===== config.mk =====
export PLATFORM = sky130hd
export DESIGN_NAME = pwm_channels_with_sensor_block
export DESIGN_NICKNAME = d
export VERILOG_FILES = /design/src/rtl/core/pwcsb_pkg.sv /design/src/rtl/core/pwcsb_regs.sv /design/src/rtl/core/pwcsb_dp.sv /design/src/rtl/core/pwcsb_ctrl.sv /design/src/rtl/core/pwm_channels_with_sensor_block.sv
export SDC_FILE = /design/constraint.sdc
export NUM_CORES = 2
export LEC_CHECK = 0
export BUFFER_PORTS_ARGS = -buffer_cell sky130_fd_sc_hd__buf_2
export CAP_MARGIN = 20
export CORE_MARGIN = 2
export CORE_UTILIZATION = 55
export CTS_CLUSTER_DIAMETER = 100
export DETAILED_ROUTE_END_ITERATION = 10
export PLACE_DENSITY = 0.72
export SLEW_MARGIN = 0
export SYNTH_ARGS = -nofsm -noshare
export SYNTH_HDL_FRONTEND = slang
export SYNTH_SLANG_ARGS = --single-unit

===== constraint.sdc =====
create_clock -name clk_i -period 15.6 [get_ports clk_i]
set_input_delay 0.78 -clock clk_i [delete_from_list [all_inputs] [get_ports clk_i]]
set_output_delay 0.78 -clock clk_i [all_outputs]
set_load 0.01 [all_outputs]

===== src/rtl/core/pwcsb_pkg.sv =====
// Shared types and constants for the PWM channel bank with sensor block.
package pwcsb_pkg;

  // Channel bank size and field widths
  localparam int unsigned CHANNELS = 9;
  localparam int unsigned CH_W     = (CHANNELS > 1) ? $clog2(CHANNELS) : 1;
  localparam int unsigned PIN_W    = 9;
  localparam int unsigned LEN_W    = 32;
  localparam int unsigned CNT_W    = 16;
  localparam int unsigned IDX_W    = 4;
  localparam int unsigned ADDR_W   = 4;
  localparam int unsigned DATA_W   = 32;

  localparam logic [CH_W-1:0]  LAST_CH = CH_W'(CHANNELS - 1);

  // Reset values
  localparam logic [LEN_W-1:0] DEFAULT_OFF_LEN = 32'd10000;
  localparam logic [CNT_W-1:0] DEFAULT_COUNT   = 16'd20000;
  localparam logic [PIN_W-1:0] DEFAULT_MASK    = 9'd3;
  localparam logic [CNT_W-1:0] CNT_ONE         = 16'd1;

  // Set-request index decoding: indices above OFF_IDX_LIMIT write only an
  // off length; OFF_IDX_BASE and the next index address channels 0 and 1
  localparam logic [IDX_W-1:0] OFF_IDX_LIMIT = 4'd9;
  localparam logic [IDX_W-1:0] OFF_IDX_BASE  = 4'd10;
  localparam logic [IDX_W-1:0] OFF_CH_LAST   = 4'd1;
  localparam logic [IDX_W-1:0] SHARED_CH_MIN = 4'd2;

  // Request codes
  localparam logic CMD_TICK = 1'b0;
  localparam logic CMD_SET  = 1'b1;

  // Configuration register indexes
  typedef enum logic [1:0] {
    REG_BLOCK_MASK = 2'd0,
    REG_THRESHOLD  = 2'd1,
    REG_RELEASE    = 2'd2
  } reg_idx_e;

  typedef struct packed {
    logic             cmd;
    logic             sensor_hit;
    logic [IDX_W-1:0] ch_index;
    logic [LEN_W-1:0] value;
  } pwcsb_in_t;

  typedef struct packed {
    logic [PIN_W-1:0] pin_levels;
    logic             blocked;
    logic             alarm;
  } pwcsb_out_t;

  typedef struct packed {
    logic [PIN_W-1:0] blockable_mask;
    logic [CNT_W-1:0] block_threshold;
    logic [CNT_W-1:0] release_count;
  } pwcsb_cfg_t;

  // Controller to datapath commands
  typedef struct packed {
    logic            load_in;
    logic            do_block;
    logic            do_step;
    logic            do_set;
    logic            load_out;
    logic [CH_W-1:0] ch_idx;
  } pwcsb_cmd_t;

  // Datapath to controller status
  typedef struct packed {
    logic is_set;
  } pwcsb_status_t;

endpackage


===== src/rtl/core/pwcsb_regs.sv =====
// Configuration register file behind the APB-style port.
module pwcsb_regs (
  input  logic                          clk_i,
  input  logic                          rst_ni,
  input  logic                          psel,
  input  logic                          penable,
  input  logic                          pwrite,
  input  logic [pwcsb_pkg::ADDR_W-1:0]  paddr,
  input  logic [pwcsb_pkg::DATA_W-1:0]  pwdata,
  output logic [pwcsb_pkg::DATA_W-1:0]  prdata,
  output logic                          pready,
  output pwcsb_pkg::pwcsb_cfg_t         cfg_o
);
  import pwcsb_pkg::*;

  pwcsb_cfg_t cfg_q;
  logic       wr_en;
  reg_idx_e   reg_sel;

  assign pready  = 1'b1;
  assign wr_en   = psel && penable && pwrite;
  assign reg_sel = reg_idx_e'(paddr[3:2]);

  // Write the addressed register; drop writes beyond the list
  always_ff @(posedge clk_i or negedge rst_ni) begin
    if (!rst_ni) begin
      cfg_q.blockable_mask  <= DEFAULT_MASK;
      cfg_q.block_threshold <= DEFAULT_COUNT;
      cfg_q.release_count   <= DEFAULT_COUNT;
    end else if (wr_en) begin
      unique case (reg_sel)
        REG_BLOCK_MASK: cfg_q.blockable_mask  <= pwdata[PIN_W-1:0];
        REG_THRESHOLD:  cfg_q.block_threshold <= pwdata[CNT_W-1:0];
        REG_RELEASE:    cfg_q.release_count   <= pwdata[CNT_W-1:0];
        default: ;
      endcase
    end
  end

  // Read back the addressed register
  always_comb begin
    unique case (reg_sel)
      REG_BLOCK_MASK: prdata = DATA_W'(cfg_q.blockable_mask);
      REG_THRESHOLD:  prdata = DATA_W'(cfg_q.block_threshold);
      REG_RELEASE:    prdata = DATA_W'(cfg_q.release_count);
      default:        prdata = '0;
    endcase
  end

  assign cfg_o = cfg_q;

endmodule


===== src/rtl/core/pwcsb_dp.sv =====
// Datapath: channel state, block hysteresis counter and result register.
module pwcsb_dp (
  input  logic                     clk_i,
  input  logic                     rst_ni,
  input  pwcsb_pkg::pwcsb_cfg_t    cfg_i,
  input  pwcsb_pkg::pwcsb_cmd_t    cmd_i,
  input  pwcsb_pkg::pwcsb_in_t     in_data_i,
  output pwcsb_pkg::pwcsb_status_t status_o,
  output pwcsb_pkg::pwcsb_out_t    out_data_o
);
  import pwcsb_pkg::*;

  pwcsb_in_t            item_q;
  pwcsb_out_t           out_q;
  logic [LEN_W-1:0]     on_len_q  [CHANNELS];
  logic [LEN_W-1:0]     off_len_q [CHANNELS];
  logic [LEN_W-1:0]     phase_q   [CHANNELS];
  logic [CHANNELS-1:0]  pin_q;
  logic [CNT_W-1:0]     blk_cnt_q, blk_cnt_d;
  logic                 active_q, active_d;
  logic                 alarm_q, alarm_d;

  logic [CNT_W-1:0]     cnt_inc, cnt_dec;
  logic [CHANNELS-1:0]  blk_vec;
  logic [PIN_W-1:0]     pin_vec;

  logic [LEN_W-1:0]     cur_on, cur_off, cur_ph, ph_ld, step_ph;
  logic                 cur_pin, step_pin;

  logic                 off_only, set_ok, wr_on, wr_off, clear_pin;
  logic [IDX_W-1:0]     set_ch;
  logic [CH_W-1:0]      set_sel;
  logic [LEN_W-1:0]     new_on;

  // Map the mask onto the bank; channels past the mask width never block
  for (genvar i = 0; i < CHANNELS; i++) begin : g_blk
    if (i < PIN_W) begin : g_in
      assign blk_vec[i] = cfg_i.blockable_mask[i];
    end else begin : g_out
      assign blk_vec[i] = 1'b0;
    end
  end

  // Gather pin levels for the result
  for (genvar i = 0; i < PIN_W; i++) begin : g_pin
    if (i < CHANNELS) begin : g_in
      assign pin_vec[i] = pin_q[i];
    end else begin : g_out
      assign pin_vec[i] = 1'b0;
    end
  end

  // Advance the block hysteresis counter from the sensor level
  always_comb begin
    cnt_inc   = (blk_cnt_q != '1) ? blk_cnt_q + CNT_ONE : blk_cnt_q;
    cnt_dec   = (blk_cnt_q != '0) ? blk_cnt_q - CNT_ONE : blk_cnt_q;
    blk_cnt_d = blk_cnt_q;
    active_d  = active_q;
    alarm_d   = alarm_q;
    if (active_q) begin
      if (item_q.sensor_hit) begin
        blk_cnt_d = cfg_i.release_count;
      end else if (cnt_dec <= CNT_ONE) begin
        active_d  = 1'b0;
        blk_cnt_d = CNT_ONE;
      end else begin
        blk_cnt_d = cnt_dec;
      end
    end else if (item_q.sensor_hit) begin
      if (cnt_inc >= cfg_i.block_threshold) begin
        active_d  = 1'b1;
        alarm_d   = 1'b1;
        blk_cnt_d = cfg_i.release_count;
      end else begin
        blk_cnt_d = cnt_inc;
      end
    end else begin
      blk_cnt_d = CNT_ONE;
    end
  end

  // Step the selected channel: force low, or toggle and reload, then count down
  always_comb begin
    cur_on   = on_len_q[cmd_i.ch_idx];
    cur_off  = off_len_q[cmd_i.ch_idx];
    cur_ph   = phase_q[cmd_i.ch_idx];
    cur_pin  = pin_q[cmd_i.ch_idx];
    ph_ld    = cur_ph;
    step_ph  = cur_ph;
    step_pin = cur_pin;
    if (cur_on != '0) begin
      if (blk_vec[cmd_i.ch_idx] && active_q) begin
        step_pin = 1'b0;
      end else begin
        if (cur_ph == '0) begin
          step_pin = !cur_pin;
          ph_ld    = cur_pin ? cur_off : cur_on;
        end
        step_ph = (ph_ld != '0) ? ph_ld - LEN_W'(1) : ph_ld;
      end
    end
  end

  // Decode a set request
  always_comb begin
    off_only  = item_q.ch_index > OFF_IDX_LIMIT;
    set_ch    = off_only ? item_q.ch_index - OFF_IDX_BASE : item_q.ch_index;
    set_ok    = off_only ? (set_ch <= OFF_CH_LAST)
                         : ({1'b0, set_ch} < (IDX_W + 1)'(CHANNELS));
    set_sel   = set_ch[CH_W-1:0];
    wr_on     = set_ok && !off_only;
    wr_off    = set_ok && (off_only || set_ch >= SHARED_CH_MIN);
    new_on    = wr_on ? item_q.value : on_len_q[set_sel];
    clear_pin = set_ok && (new_on == '0);
  end

  // Hold channel and block state
  always_ff @(posedge clk_i or negedge rst_ni) begin
    if (!rst_ni) begin
      for (int i = 0; i < CHANNELS; i++) begin
        on_len_q[i]  <= '0;
        off_len_q[i] <= (i < 2) ? DEFAULT_OFF_LEN : '0;
        phase_q[i]   <= '0;
      end
      pin_q     <= '0;
      blk_cnt_q <= '0;
      active_q  <= 1'b0;
      alarm_q   <= 1'b0;
    end else begin
      if (cmd_i.do_block) begin
        blk_cnt_q <= blk_cnt_d;
        active_q  <= active_d;
        alarm_q   <= alarm_d;
      end
      if (cmd_i.do_step) begin
        phase_q[cmd_i.ch_idx] <= step_ph;
        pin_q[cmd_i.ch_idx]   <= step_pin;
      end
      if (cmd_i.do_set) begin
        if (wr_on) begin
          on_len_q[set_sel] <= item_q.value;
        end
        if (wr_off) begin
          off_len_q[set_sel] <= item_q.value;
        end
        if (clear_pin) begin
          pin_q[set_sel] <= 1'b0;
        end
      end
    end
  end

  // Capture the request and the finished result
  always_ff @(posedge clk_i) begin
    if (cmd_i.load_in) begin
      item_q <= in_data_i;
    end
    if (cmd_i.load_out) begin
      out_q.pin_levels <= pin_vec;
      out_q.blocked    <= active_q;
      out_q.alarm      <= alarm_q;
    end
  end

  assign status_o.is_set = (item_q.cmd == CMD_SET);
  assign out_data_o      = out_q;

endmodule


===== src/rtl/core/pwcsb_ctrl.sv =====
// Controller: sequences one request through block update, channel walk and result, or through set and result.
module pwcsb_ctrl (
  input  logic                     clk_i,
  input  logic                     rst_ni,
  input  logic                     in_valid_i,
  output logic                     in_stall_o,
  output logic                     out_valid_o,
  input  logic                     out_stall_i,
  input  pwcsb_pkg::pwcsb_status_t status_i,
  output pwcsb_pkg::pwcsb_cmd_t    cmd_o
);
  import pwcsb_pkg::*;

  typedef enum logic [1:0] {
    ST_IDLE,
    ST_EXEC,
    ST_WALK,
    ST_DONE
  } state_e;

  state_e          state_q, state_d;
  logic [CH_W-1:0] idx_q, idx_d;
  logic            out_valid_q, out_valid_d;

  // Sequence the request and issue datapath commands
  always_comb begin
    state_d     = state_q;
    idx_d       = idx_q;
    out_valid_d = out_valid_q && out_stall_i;
    cmd_o       = '0;
    cmd_o.ch_idx = idx_q;
    unique case (state_q)
      ST_IDLE: begin
        if (in_valid_i) begin
          cmd_o.load_in = 1'b1;
          state_d       = ST_EXEC;
        end
      end
      ST_EXEC: begin
        if (status_i.is_set) begin
          cmd_o.do_set = 1'b1;
          state_d      = ST_DONE;
        end else begin
          cmd_o.do_block = 1'b1;
          idx_d          = '0;
          state_d        = ST_WALK;
        end
      end
      ST_WALK: begin
        cmd_o.do_step = 1'b1;
        if (idx_q == LAST_CH) begin
          state_d = ST_DONE;
        end else begin
          idx_d = idx_q + CH_W'(1);
        end
      end
      ST_DONE: begin
        if (!out_valid_q || !out_stall_i) begin
          cmd_o.load_out = 1'b1;
          out_valid_d    = 1'b1;
          state_d        = ST_IDLE;
        end
      end
      default: state_d = ST_IDLE;
    endcase
  end

  // Hold state, walk index and result valid
  always_ff @(posedge clk_i or negedge rst_ni) begin
    if (!rst_ni) begin
      state_q     <= ST_IDLE;
      idx_q       <= '0;
      out_valid_q <= 1'b0;
    end else begin
      state_q     <= state_d;
      idx_q       <= idx_d;
      out_valid_q <= out_valid_d;
    end
  end

  assign in_stall_o  = (state_q != ST_IDLE);
  assign out_valid_o = out_valid_q;

endmodule


===== src/rtl/core/pwm_channels_with_sensor_block.sv =====
// Top level of the PWM channel bank with sensor-blocking hysteresis.
// One request is worked at a time. A tick request first updates the block
// counter, then steps each channel in turn through a single shared update
// unit, then loads the result register, then returns to idle, where the next
// request is accepted. A set request applies the set, loads the result and
// returns to idle to accept the next. The result sits in an output register,
// so a new request is taken while it waits; only when an older result is
// still stalled at the output does the block hold in its load cycle until
// that result is taken. The alarm output is sticky until reset.
// Configuration writes are taken at any time and should only be made while
// no request is in flight.
module pwm_channels_with_sensor_block (
  input  logic                          clk_i,
  input  logic                          rst_ni,
  input  logic                          in_valid_i,
  output logic                          in_stall_o,
  input  pwcsb_pkg::pwcsb_in_t          in_data_i,
  output logic                          out_valid_o,
  input  logic                          out_stall_i,
  output pwcsb_pkg::pwcsb_out_t         out_data_o,
  input  logic                          psel,
  input  logic                          penable,
  input  logic                          pwrite,
  input  logic [pwcsb_pkg::ADDR_W-1:0]  paddr,
  input  logic [pwcsb_pkg::DATA_W-1:0]  pwdata,
  output logic [pwcsb_pkg::DATA_W-1:0]  prdata,
  output logic                          pready
);
  import pwcsb_pkg::*;

  pwcsb_cfg_t    cfg;
  pwcsb_cmd_t    cmd;
  pwcsb_status_t status;

  pwcsb_regs u_regs (
    .clk_i   (clk_i),
    .rst_ni  (rst_ni),
    .psel    (psel),
    .penable (penable),
    .pwrite  (pwrite),
    .paddr   (paddr),
    .pwdata  (pwdata),
    .prdata  (prdata),
    .pready  (pready),
    .cfg_o   (cfg)
  );

  pwcsb_ctrl u_ctrl (
    .clk_i       (clk_i),
    .rst_ni      (rst_ni),
    .in_valid_i  (in_valid_i),
    .in_stall_o  (in_stall_o),
    .out_valid_o (out_valid_o),
    .out_stall_i (out_stall_i),
    .status_i    (status),
    .cmd_o       (cmd)
  );

  pwcsb_dp u_dp (
    .clk_i      (clk_i),
    .rst_ni     (rst_ni),
    .cfg_i      (cfg),
    .cmd_i      (cmd),
    .in_data_i  (in_data_i),
    .status_o   (status),
    .out_data_o (out_data_o)
  );

`ifndef SYNTHESIS
  // A blocked result always carries the alarm
  assert property (@(posedge clk_i) disable iff (!rst_ni)
    out_valid_o |-> (!out_data_o.blocked || out_data_o.alarm))
    else $error("blocked result without alarm");

  // Only one request in flight: stall right after an accepted request
  assert property (@(posedge clk_i) disable iff (!rst_ni)
    (in_valid_i && !in_stall_o) |=> in_stall_o)
    else $error("request accepted while another is in work");

  // A new result appears only at the end of a request in work
  assert property (@(posedge clk_i) disable iff (!rst_ni)
    $rose(out_valid_o) |-> $past(in_stall_o))
    else $error("result without a request in work");
`endif

endmodule


==> flow_summary.json <==
{
  "synth_top_cell_by_area": "dfrtp_1",
  "antenna_cells": 0,
  "final_cell_mix": "1582 x nand2_1, 913 x dfrtp_1, 285 x mux2i_1",
  "fin_crit_sh": 0.479,
  "cellLeakagePower_nw": 26.6,
  "end_kind": "register",
  "fp-row-count": 112,
  "antenna_found_initial": 5,
  "crit_required_ns": 16.15,
  "clock_tree.root_cell": "clkbuf_16",
  "clkSinkCount": 988,
  "min_path_type": "input pin to asynchronous set/reset pin",
  "ys_ff_latch": 988,
  "synth_ff_type": "dfrtp_1",
  "drt_iter0_drc": 5296,
  "place.gp.congestion": 0.953,
  "ys_seq_area_frac": 0.486,
  "drt_pass1_iterations": 9,
  "yosys_warnings": 0,
  "critPathLaunchType": "register",
  "post_drt_wl_per_cell_um": 24.8,
  "grt_pass1_wl_mm": 253,
  "routed_via_density": 6.46,
  "drc": 0,
  "holdBufCountCts": 0,
  "place_hpwl_mm": 101,
  "post_cts_buffers": 0,
  "rsz0062_at_grt": "false",
  "yosysTopAreaCellShare": 0.446,
  "fmax_mhz": 134,
  "wirelength_mm": 166,
  "critPathArrivalTime_ns": 8.02,
  "cts_buffer_depth": 3,
  "synth.area.top_cells": "dfrtp_1 45%, nand2_1 12%, mux2i_1 5.5%, mux2_2 5.5%, edfxtp_1 2.9%",
  "grt_usage": 0.345,
  "clkTransAtPathRegs_ns": 0.06,
  "cts_tree": "yes",
  "ir_drop_mv": 0.139,
  "die_w_um": 310,
  "avgSynthCellArea_sq_um": 9.34,
  "drive_above_1_share": 0.144,
  "synthCells": 5508,
  "tns_ns": 0,
  "drv_slew": 0,
  "hold_violations": 0,
  "syn_to_final_growth_pct": 9.34,
  "synth_cell_types": 101,
  "finalWorstSetupSlack_ns": 8.13,
  "cts_htree_levels": 3,
  "grt_remaining_overflow": 0,
  "criticalPathCategory": "register to register",
  "maxCapViolations": 0,
  "place_ws_ns": 8.40,
  "placed_area_sq_mm": 0.0525,
  "grt_pass1_vias": 42000,
  "pwr_density_cell_mw_per_mm2": 182,
  "mostFrequentLayoutCell": "nand2_1",
  "place.port_buffers": 91,
  "die_area_sq_mm": 0.0960,
  "io_pins": 127,
  "finalInstanceArea_sq_mm": 0.0563,
  "core_area_sq_mm": 0.0930,
  "antenna_left": 0,
  "final_core_util": 0.605,
  "start_util": 0.553,
  "whs_ns": 0.183,
  "status": "finished clean",
  "crit_fanout": 102,
  "grt_start_max_net_pins": 159,
  "async_flop_share": 0.950,
  "cts_resized": 0,
  "num_vias": 43300,
  "setup_violations": 0,
  "fin_nets": 5480,
  "clk_latency_ns": 0.71,
  "die_h_um": 310,
  "synth_edf_count": 49,
  "max-slew-margin-rel": 0.158,
  "skew_ns": 0.0475,
  "worst_pin_slew_ns": 1.23,
  "netlist_area_sq_mm": 0.0515,
  "numCtsBuffers": 102,
  "fin_crit_ns": 7.47
}
[sequential cells by signal, summed over array words and instances, names as in the netlist]
name / count
u_ctrl.idx_q: 4
u_ctrl.out_valid_o: 1
u_ctrl.state_q: 2
u_dp.active_q: 1
u_dp.alarm_q: 1
u_dp.blk_cnt_q: 16
u_dp.item_q: 37
u_dp.off_len_q: 288
u_dp.on_len_q: 288
u_dp.out_data_o: 11
u_dp.phase_q: 288
u_dp.pin_q: 9
u_dp.status_o: 1
u_regs.cfg_o: 41
[final cells by class]
class / instances / area [sq um]
fill: 7817 / 36800
multi-input combinational: 4041 / 24500
inverter: 37 / 139
sequential: 988 / 25000
timing repair buffer: 197 / 1420
clock buffer: 162 / 3140
clock inverter: 29 / 482
tap: 1254 / 1570
[stage by stage]
stage / power, mW / instances
after floorplan: 6.23 / 5523
after global placement: 7.41 / 6505
after detailed placement: 7.51 / 6508
after CTS: 10.1 / 6699
after global routing: 10.7 / 6708
final: 10.3 / 6708
[routing by layer]
metal / track usage / vias to the layer above / share of wire
met5: 0.00404 / - / 0.00029
met4: 0.177 / 8 / 0.056
met3: 0.0726 / 577 / 0.10
met2: 0.523 / 2377 / 0.45
met1: 0.469 / 21300 / 0.40
li1: - / 19100 / -
[worst max-delay path, cell delays in order (launching register included)]
cell	delay (ns)
dfrtp_4	0.88
buf_12	0.58
mux2_1	0.39
a221oi_1	0.36
o21ai_0	0.45
a222oi_1	0.88
nand4_2	0.30
nor4_4	0.44
buf_4	0.62
o41ai_2	0.27
nand3_1	0.19
buf_4	0.30
nand4_1	0.83
mux2i_1	0.46
nand3_1	0.12
[power by group]
part	switching, mW	leakage [nW]	internal (mW)
clock network	1.08	1.78	1.54
registers	0.559	13.0	3.32
logic	2.51	11.8	1.27
[kinds of logic after synthesis]
logic type                 Yosys count  synth area share
xor gates and xnor gates            16           0.00272
and+or+nand+nor                   2410             0.203
muxes                              598             0.134
DFF                                988             0.486
buffers and inverters              494            0.0430
AOI/OAI and AO/OA                  968             0.124
other                                2          0.000146
adders and majority gates           32           0.00778
[cells in the mapped netlist (35+ instances only)]
cell and count:
edfxtp_1 49, a22oi_1 60, nor4_1 108, a221oi_1 45, nor2_1 214, inv_1 35
nand3_1 173, mux2i_1 285, o31ai_1 35, a21oi_1 175, mux2_2 252, and3_1 49
o21ai_0 282, buf_1 40, mux4_2 44, nor3_1 84, nand2_1 1588, nand4_1 35
o22ai_1 52, dfrtp_1 917, a31oi_1 55, clkbuf_1 301, buf_2 65
[worst paths after layout]
path	startpoint	to	slack [ns]	cells after the start
worst max-delay path	u_ctrl.idx_q[0]$_DFFE_PN0P_	u_dp.phase_q[186]$_DFFE_PN0P_	8.13	14
worst min-delay path	rst_ni	u_dp.phase_q[284]$_DFFE_PN0P_	0.18	1
worst max register to register	u_ctrl.idx_q[0]$_DFFE_PN0P_	u_dp.phase_q[186]$_DFFE_PN0P_	8.13	14
worst min register to register	u_dp.on_len_q[85]$_DFFE_PN0P_	u_dp.on_len_q[85]$_DFFE_PN0P_	0.47	2
max in group asynchronous	rst_ni	u_dp.off_len_q[164]$_DFFE_PN0P_	12.49	6
min in group clk_i	in_data_i[15]	u_dp.item_q[15]$_DFFE_PP_	0.24	1
(Power assumes the default switching activity.)
